**src/rtl/rcat_pkg.sv**
```systemverilog
// Shared types and constants for the reference count aging table.
`default_nettype none

package rcat_pkg;

	// Operation codes of a command beat.
	localparam logic OP_REFERENCE = 1'b0;
	localparam logic OP_CLEAN     = 1'b1;

	// Result status codes.
	localparam logic [1:0] STATUS_DONE     = 2'd0;
	localparam logic [1:0] STATUS_HIGH_REF = 2'd1;
	localparam logic [1:0] STATUS_LOW_REF  = 2'd2;

	// Configuration register indexes.
	localparam logic REG_HIGH_MARK = 1'b0;
	localparam logic REG_LOW_MARK  = 1'b1;

	// Reset values of the configuration registers.
	localparam logic [5:0] HIGH_MARK_RESET = 6'd32;
	localparam logic [4:0] LOW_MARK_RESET  = 5'd16;

	// Saturation limit of a reference count.
	localparam logic [15:0] REFS_MAX = 16'hFFFF;

	// Command beat.
	typedef struct packed {
		logic               operation;
		logic signed [31:0] key;
		logic               check_mark;
	} cmd_t;

	// Result beat.
	typedef struct packed {
		logic [1:0]  status;
		logic        hit;
		logic [15:0] new_refs;
		logic [5:0]  entries;
		logic [5:0]  removed;
	} result_t;

	// Controller states.
	typedef enum logic [1:0] {
		ST_IDLE,
		ST_WORK,
		ST_COUNT
	} state_t;

	// Strobes from the controller to every cell of the row.
	typedef struct packed {
		logic ref_en;
		logic clean_en;
		logic shift_en;
	} cell_ctrl_t;

endpackage

`default_nettype wire

```
**src/rtl/rcat_cell.sv**
```systemverilog
// One table slot: key, reference count, valid bit and the chain links to its neighbors.
`default_nettype none

module rcat_cell
	import rcat_pkg::*;
#(
	parameter int KEY_BITS = 32
) (
	input  wire logic                clk,
	input  wire logic                arst_n,
	input  wire cell_ctrl_t          ctrl,
	input  wire logic [KEY_BITS-1:0] key,
	input  wire logic                any_hit,
	input  wire logic                hit_in,
	input  wire logic                free_in,
	input  wire logic [15:0]         refs_in,
	input  wire logic                drop_in,
	output logic                     hit_out,
	output logic                     free_out,
	output logic [15:0]              refs_out,
	output logic                     drop_out
);

	logic                valid_q;
	logic                drop_q;
	logic [KEY_BITS-1:0] key_q;
	logic [15:0]         refs_q;
	logic                match;
	logic                take_slot;
	logic [15:0]         refs_inc;

	// Compare against the broadcast key and extend the chains.
	assign match     = valid_q && (key_q == key);
	assign hit_out   = hit_in | match;
	assign free_out  = free_in | ~valid_q;
	assign take_slot = ~valid_q && ~free_in;
	assign refs_inc  = (refs_q == REFS_MAX) ? refs_q : refs_q + 16'd1;
	assign refs_out  = match ? refs_inc : refs_in;
	assign drop_out  = drop_q;

	// Valid bit and drop flag; the drop flags form a shift line toward the row's end.
	always_ff @(posedge clk or negedge arst_n) begin
		if (!arst_n) begin
			valid_q <= 1'b0;
			drop_q  <= 1'b0;
		end else if (ctrl.ref_en) begin
			if (!any_hit && take_slot) begin
				valid_q <= 1'b1;
			end
		end else if (ctrl.clean_en) begin
			if (valid_q && refs_q <= 16'd1) begin
				valid_q <= 1'b0;
				drop_q  <= 1'b1;
			end else begin
				drop_q  <= 1'b0;
			end
		end else if (ctrl.shift_en) begin
			drop_q <= drop_in;
		end
	end

	// Key and count payload.
	always_ff @(posedge clk) begin
		if (ctrl.ref_en) begin
			if (any_hit && match) begin
				refs_q <= refs_inc;
			end else if (!any_hit && take_slot) begin
				key_q  <= key;
				refs_q <= 16'd1;
			end
		end else if (ctrl.clean_en && valid_q) begin
			refs_q <= refs_q - 16'd1;
		end
	end

endmodule

`default_nettype wire

```
**src/rtl/reference_count_aging_table.sv**
```systemverilog
// Top level of the reference count aging table: controller and row of slot cells.
// A reference beat is captured when accepted; the row updates from the work state,
// and done is registered from that state. A cleaning beat that runs goes on to the
// count state, which shifts the drop flags out of the row one cell per cycle to count
// them; a refused cleaning beat ends in the work state. A new command is accepted in
// the cycle done is high; results cannot be stalled.
// Reset clears all valid bits and the entry count, and loads the mark registers.
`default_nettype none

module reference_count_aging_table
	import rcat_pkg::*;
#(
	parameter int CAPACITY = 32,
	parameter int KEY_BITS = 32
) (
	input  wire logic       clk,
	input  wire logic       arst_n,
	input  wire logic       start,
	input  wire cmd_t       cmd,
	output logic            busy,
	output logic            done,
	output result_t         result,
	input  wire logic       cfg_we,
	input  wire logic       cfg_index,
	input  wire logic [5:0] cfg_data
);

	localparam int TOT_W = $clog2(CAPACITY + 1);
	localparam int CNT_W = $clog2(CAPACITY);
	localparam int CMP_W = (TOT_W > 6) ? TOT_W : 6;

	state_t              state_q;
	state_t              state_d;
	cell_ctrl_t          ctrl;
	logic                op_q;
	logic                check_q;
	logic [KEY_BITS-1:0] key_q;
	logic [63:0]         key_wide;
	logic [5:0]          high_q;
	logic [4:0]          low_q;
	logic [TOT_W-1:0]    total_q;
	logic [TOT_W-1:0]    removed_q;
	logic [TOT_W-1:0]    removed_next;
	logic [CNT_W-1:0]    cnt_q;
	logic                count_last;
	logic                ref_refuse;
	logic                clean_refuse;
	logic                done_q;
	logic                done_d;
	result_t             result_q;
	result_t             result_d;
	logic [CMP_W-1:0]    total_ext;

	logic [CAPACITY:0]   hit_chain;
	logic [CAPACITY:0]   free_chain;
	logic [CAPACITY:0]   drop_chain;
	logic [15:0]         refs_chain [CAPACITY+1];

	// Sign-extend the key and keep its low KEY_BITS bits.
	assign key_wide = {{32{cmd.key[31]}}, cmd.key};

	// Configuration registers.
	always_ff @(posedge clk or negedge arst_n) begin
		if (!arst_n) begin
			high_q <= HIGH_MARK_RESET;
			low_q  <= LOW_MARK_RESET;
		end else if (cfg_we) begin
			unique case (cfg_index)
				REG_HIGH_MARK: high_q <= cfg_data;
				REG_LOW_MARK:  low_q  <= cfg_data[4:0];
				default:       ;
			endcase
		end
	end

	// Command capture on an accepted beat.
	always_ff @(posedge clk) begin
		if (start && !busy) begin
			op_q    <= cmd.operation;
			check_q <= cmd.check_mark;
			key_q   <= key_wide[KEY_BITS-1:0];
		end
	end

	// Refusal checks against the marks.
	assign total_ext    = CMP_W'(total_q);
	assign ref_refuse   = (total_ext >= CMP_W'(high_q)) || (total_q >= TOT_W'(CAPACITY));
	assign clean_refuse = check_q && (total_ext <= CMP_W'(low_q));
	assign removed_next = removed_q + TOT_W'(drop_chain[CAPACITY]);
	assign count_last   = (cnt_q == CNT_W'(CAPACITY - 1));

	// Next state.
	always_comb begin
		state_d = state_q;
		unique case (state_q)
			ST_IDLE: begin
				if (start) state_d = ST_WORK;
			end
			ST_WORK: begin
				if (op_q == OP_CLEAN && !clean_refuse) state_d = ST_COUNT;
				else state_d = ST_IDLE;
			end
			ST_COUNT: begin
				if (count_last) state_d = ST_IDLE;
			end
			default: state_d = ST_IDLE;
		endcase
	end

	// Controller outputs.
	always_comb begin
		ctrl = '0;
		busy = 1'b1;
		unique case (state_q)
			ST_IDLE:  busy = 1'b0;
			ST_WORK: begin
				ctrl.ref_en   = (op_q == OP_REFERENCE) && !ref_refuse;
				ctrl.clean_en = (op_q == OP_CLEAN) && !clean_refuse;
			end
			ST_COUNT: ctrl.shift_en = 1'b1;
			default:  busy = 1'b0;
		endcase
	end

	// The result beat follows a reference, a refusal, or the last count cycle.
	assign done_d = ((state_q == ST_WORK) && ((op_q == OP_REFERENCE) || clean_refuse))
		|| ((state_q == ST_COUNT) && count_last);

	// State, counters, entry count and the done strobe.
	always_ff @(posedge clk or negedge arst_n) begin
		if (!arst_n) begin
			state_q   <= ST_IDLE;
			total_q   <= '0;
			removed_q <= '0;
			cnt_q     <= '0;
			done_q    <= 1'b0;
		end else begin
			state_q <= state_d;
			done_q  <= done_d;
			unique case (state_q)
				ST_WORK: begin
					removed_q <= '0;
					cnt_q     <= '0;
					if (op_q == OP_REFERENCE && !ref_refuse && !hit_chain[CAPACITY]) begin
						total_q <= total_q + TOT_W'(1);
					end
				end
				ST_COUNT: begin
					removed_q <= removed_next;
					cnt_q     <= cnt_q + CNT_W'(1);
					if (count_last) begin
						total_q <= total_q - removed_next;
					end
				end
				default: ;
			endcase
		end
	end

	// Result beat assembly.
	always_comb begin
		result_d = result_q;
		unique case (state_q)
			ST_WORK: begin
				result_d         = '0;
				result_d.entries = 6'(total_ext);
				if (op_q == OP_REFERENCE) begin
					if (ref_refuse) begin
						result_d.status = STATUS_HIGH_REF;
					end else if (hit_chain[CAPACITY]) begin
						result_d.hit      = 1'b1;
						result_d.new_refs = refs_chain[CAPACITY];
					end else begin
						result_d.new_refs = 16'd1;
						result_d.entries  = 6'(CMP_W'(total_q + TOT_W'(1)));
					end
				end else if (clean_refuse) begin
					result_d.status = STATUS_LOW_REF;
				end
			end
			ST_COUNT: begin
				if (count_last) begin
					result_d.removed = 6'(CMP_W'(removed_next));
					result_d.entries = 6'(CMP_W'(total_q - removed_next));
				end
			end
			default: ;
		endcase
	end

	always_ff @(posedge clk) begin
		result_q <= result_d;
	end

	assign done   = done_q;
	assign result = result_q;

	// Row of slot cells; the chains start empty at cell zero.
	assign hit_chain[0]  = 1'b0;
	assign free_chain[0] = 1'b0;
	assign drop_chain[0] = 1'b0;
	assign refs_chain[0] = 16'd0;

	for (genvar i = 0; i < CAPACITY; i++) begin : g_row
		rcat_cell #(
			.KEY_BITS(KEY_BITS)
		) u_cell (
			.clk      (clk),
			.arst_n   (arst_n),
			.ctrl     (ctrl),
			.key      (key_q),
			.any_hit  (hit_chain[CAPACITY]),
			.hit_in   (hit_chain[i]),
			.free_in  (free_chain[i]),
			.refs_in  (refs_chain[i]),
			.drop_in  (drop_chain[i]),
			.hit_out  (hit_chain[i+1]),
			.free_out (free_chain[i+1]),
			.refs_out (refs_chain[i+1]),
			.drop_out (drop_chain[i+1])
		);
	end

endmodule

`default_nettype wire

```
**config.mk**
```make
export PLATFORM = sky130hd
export DESIGN_NAME = reference_count_aging_table
export DESIGN_NICKNAME = d
export VERILOG_FILES = /design/src/rtl/rcat_pkg.sv /design/src/rtl/rcat_cell.sv /design/src/rtl/reference_count_aging_table.sv
export SDC_FILE = /design/constraint.sdc
export NUM_CORES = 2
export LEC_CHECK = 0
export CAP_MARGIN = 20
export CORE_MARGIN = 5
export CORE_UTILIZATION = 60
export CTS_CLUSTER_SIZE = 12
export DETAILED_ROUTE_END_ITERATION = 8
export DONT_BUFFER_PORTS = 1
export HOLD_SLACK_MARGIN = 0.15
export PLACE_DENSITY = 0.76
export SYNTH_ARGS = -nofsm -noshare
export SYNTH_HDL_FRONTEND = slang
export SYNTH_HIERARCHICAL = 1
export SYNTH_SLANG_ARGS = --single-unit
export TNS_END_PERCENT = 5
```
**constraint.sdc**
```tcl
create_clock -name clk -period 14.7 [get_ports clk]
set_input_delay 2.94 -clock clk [delete_from_list [all_inputs] [get_ports clk]]
set_output_delay 2.94 -clock clk [all_outputs]
set_load 0.1 [all_outputs]
```
==> flow_summary_export.csv <==
group,metric,value,unit
global_routing,busiest_layer,"met2",
routing,wl,290600,um
finish,finish.instance_area,111900,um^2
routing,wl_per_cell,24.15,um
place,place_congestion,0.9329,
sta,finalCritPeriodShare,0.8339,
finish,layout-drive-gt1-share,0.06491,
yosys,syn_avg_cell_area,10.67,um^2
power,power_density,146.3,nW/um^2
critical_path,end_kind,"flip-flop",
clock_tree,clock-sinks,1696,
sta,worst_slew_pin_slew,1185,ps
place,io_buffers,0,
clock_tree,insertion_delay,860,ps
floorplan,top_level_ports,78,
sta,setup_viol,0,
power,peakVddDrop,210.2,uV
sta,finClkSkew,60.09,ps
job,maxCapViolCount,0,
yosys,synthesis.instances,9778,
sta,timing.final.ws_setup,2441,ps
clock_tree,cts_resized,0,
sta,relSlewSlack,0.2020,
floorplan,die_w,427.1,um
routing,route.detailed.drc,0,
power,swShare,0.3668,
min_path,hp-start,"g_row[6].u_cell/drop_out",
critical_path,crit_start,"key_q[27]",
floorplan,core-area,173400,um^2
clock_tree,cts_setup_buffers,0,
power,p_int,0.01037,W
power,switchingPower,0.006006,W
clock_tree,cts_root_buf,"clkbuf_16",
power,p_comb_frac,0.272,
finish,area_delta_synth_final,7.262,%
critical_path,crit_top_cell,"mux2_2",
floorplan,die_height,427.1,um
routing,vias_per_cell,6.581,
floorplan,dieArea,182400,um^2
global_routing,grt_pass1_wl,444000,um
floorplan,start_util,0.6017,
yosys,syn-cell-area,104400,um^2
clock_tree,cts_buffers,182,
sta,hold_ws,505.3,ps
finish,mostFrequentLayoutCells,"edfxtp_1, xor2_1, xnor2_1",
sta,fin_crit,12260,ps
clock_tree,cts-hold-fix-buffers,0,
power,seqPwrFrac,0.451,
critical_path,critical_path_required,15280,ps
outcome,status,"finished clean",
power,clkPwrFrac,0.276,
routing,vias,79190,
sta,rsz0062_at_grt,"no",
power,fin_total_pwr,0.01637,W
critical_path,cp.arrival,12840,ps
finish,final_nets,9723,
critical_path,cp_max_fo,36,
yosys,ys_warn_count,6,
place,hpwl,194500,um
critical_path,slowest_stage,"or4_1",
clock_tree,cts_max_level,4,
floorplan,rows,153,
finish,final_common_cell,"edfxtp_1",
sta,fin_tns_setup,0,ps
global_routing,met2_usage,0.4859,
min_path,hold_class,"reg -> reg",
global_routing,grt_usage,0.3088,
routing,first_iter_violations,9340,
global_routing,use_met1,0.4301,
sta,final_hold_viol_count,0,
critical_path,critPathMaxStageDelay,970,ps
global_routing,grt_pass1_vias,74910,
global_routing,antenna_found_initial,34,
routing,drt_first_pass_iters,6,
sta,max_freq,81.58,MHz
clock_tree,cts.reportedPaths.clkPinSlew,60,ps
clock_tree,clockBufferDepth,3,
critical_path,crit_type,"reg -> reg",
global_routing,grt_overflow,0,
critical_path,reg2reg_from,"key_q[27]",
place,placedInstanceArea,105900,um^2
global_routing,grtUsageMet3,0.06898,
power,leakage,39.87,nW
critical_path,start_kind,"flip-flop",
routing,ant_nets,0,
sta,slew_viol_final,0,
clock_tree,cts_tree,"built",
global_routing,grt_max_degree,147,
place,place_ws,2577,ps
critical_path,reg2reg_slack,2440,ps
==> per-stage QoR <==
stage | util | instances
3_5_place_dp | 0.6109 | 11690
2_1_floorplan | - | 9797
3_3_place_gp | 0.6095 | 11680
4_1_cts | 0.6445 | 12010
5_1_grt | 0.6452 | 12020
6_report | 0.6454 | 12030
==> layer usage <==
metal / up-vias / part of all wire
li1: 35980 / -
met1: 38680 / 0.41
met2: 3895 / 0.46
met3: 607 / 0.099
met4: 32 / 0.031
met5: - / 0.00077
==> power by group through the flow <==
stage / Sequential, W / Clock, W / Combinational (W)
after global placement: 0.00741 / 0 / 0.00422
after detailed placement: 0.00745 / 0 / 0.00435
after CTS: 0.00736 / 0.00458 / 0.00439
after global routing: 0.00749 / 0.00479 / 0.00482
final: 0.00739 / 0.00452 / 0.00446
after floorplan: 0.00712 / 0 / 0.00338
==> critical path: cells and delay by family (launching register included) <==
kind,cells,cell delay (ps)
AOI/OAI and AO/OA,1,50
buffers and inverters,3,1110
muxes,30,8980
DFF,1,360
and+or+nand+nor,3,1180
xor gates and xnor gates,1,210
==> sequential cells by signal, indices dropped and copies added (netlist names) <==
register               count
state_q                    2
op_q                       1
result                    31
low_q                      5
g_row.u_cell/refs_q      512
g_row.u_cell/valid_q      32
done                       1
key_q                     32
cnt_q                      5
check_q                    1
g_row.u_cell/key_q      1024
high_q                     6
g_row.u_cell/drop_out     32
total_ext                  6
removed_q                  6
==> layout make-up <==
class	instances	area (um^2)
Fill cell	13310	61500
Sequential cell	1696	50460
Multi-Input combinational cell	6847	48580
Clock buffer	239	4828
Tap cell	2325	2909
Inverter	636	2387
Timing Repair Buffer	193	1738
Clock inverter	79	996.0
Antenna cell	19	47.55
==> path summary, 6_finish.rpt <==
kind,to,cells after the start
worst max-delay path,result[12],38
worst max register to register,result[12],38
min in group asynchronous,low_q[2],0
worst min register to register,g_row[6].u_cell/drop_out,1
worst min-delay path,g_row[6].u_cell/drop_out,1
max in group asynchronous,g_row[0].u_cell/drop_out,0
No activity file was read; power rests on OpenSTA's default activity.
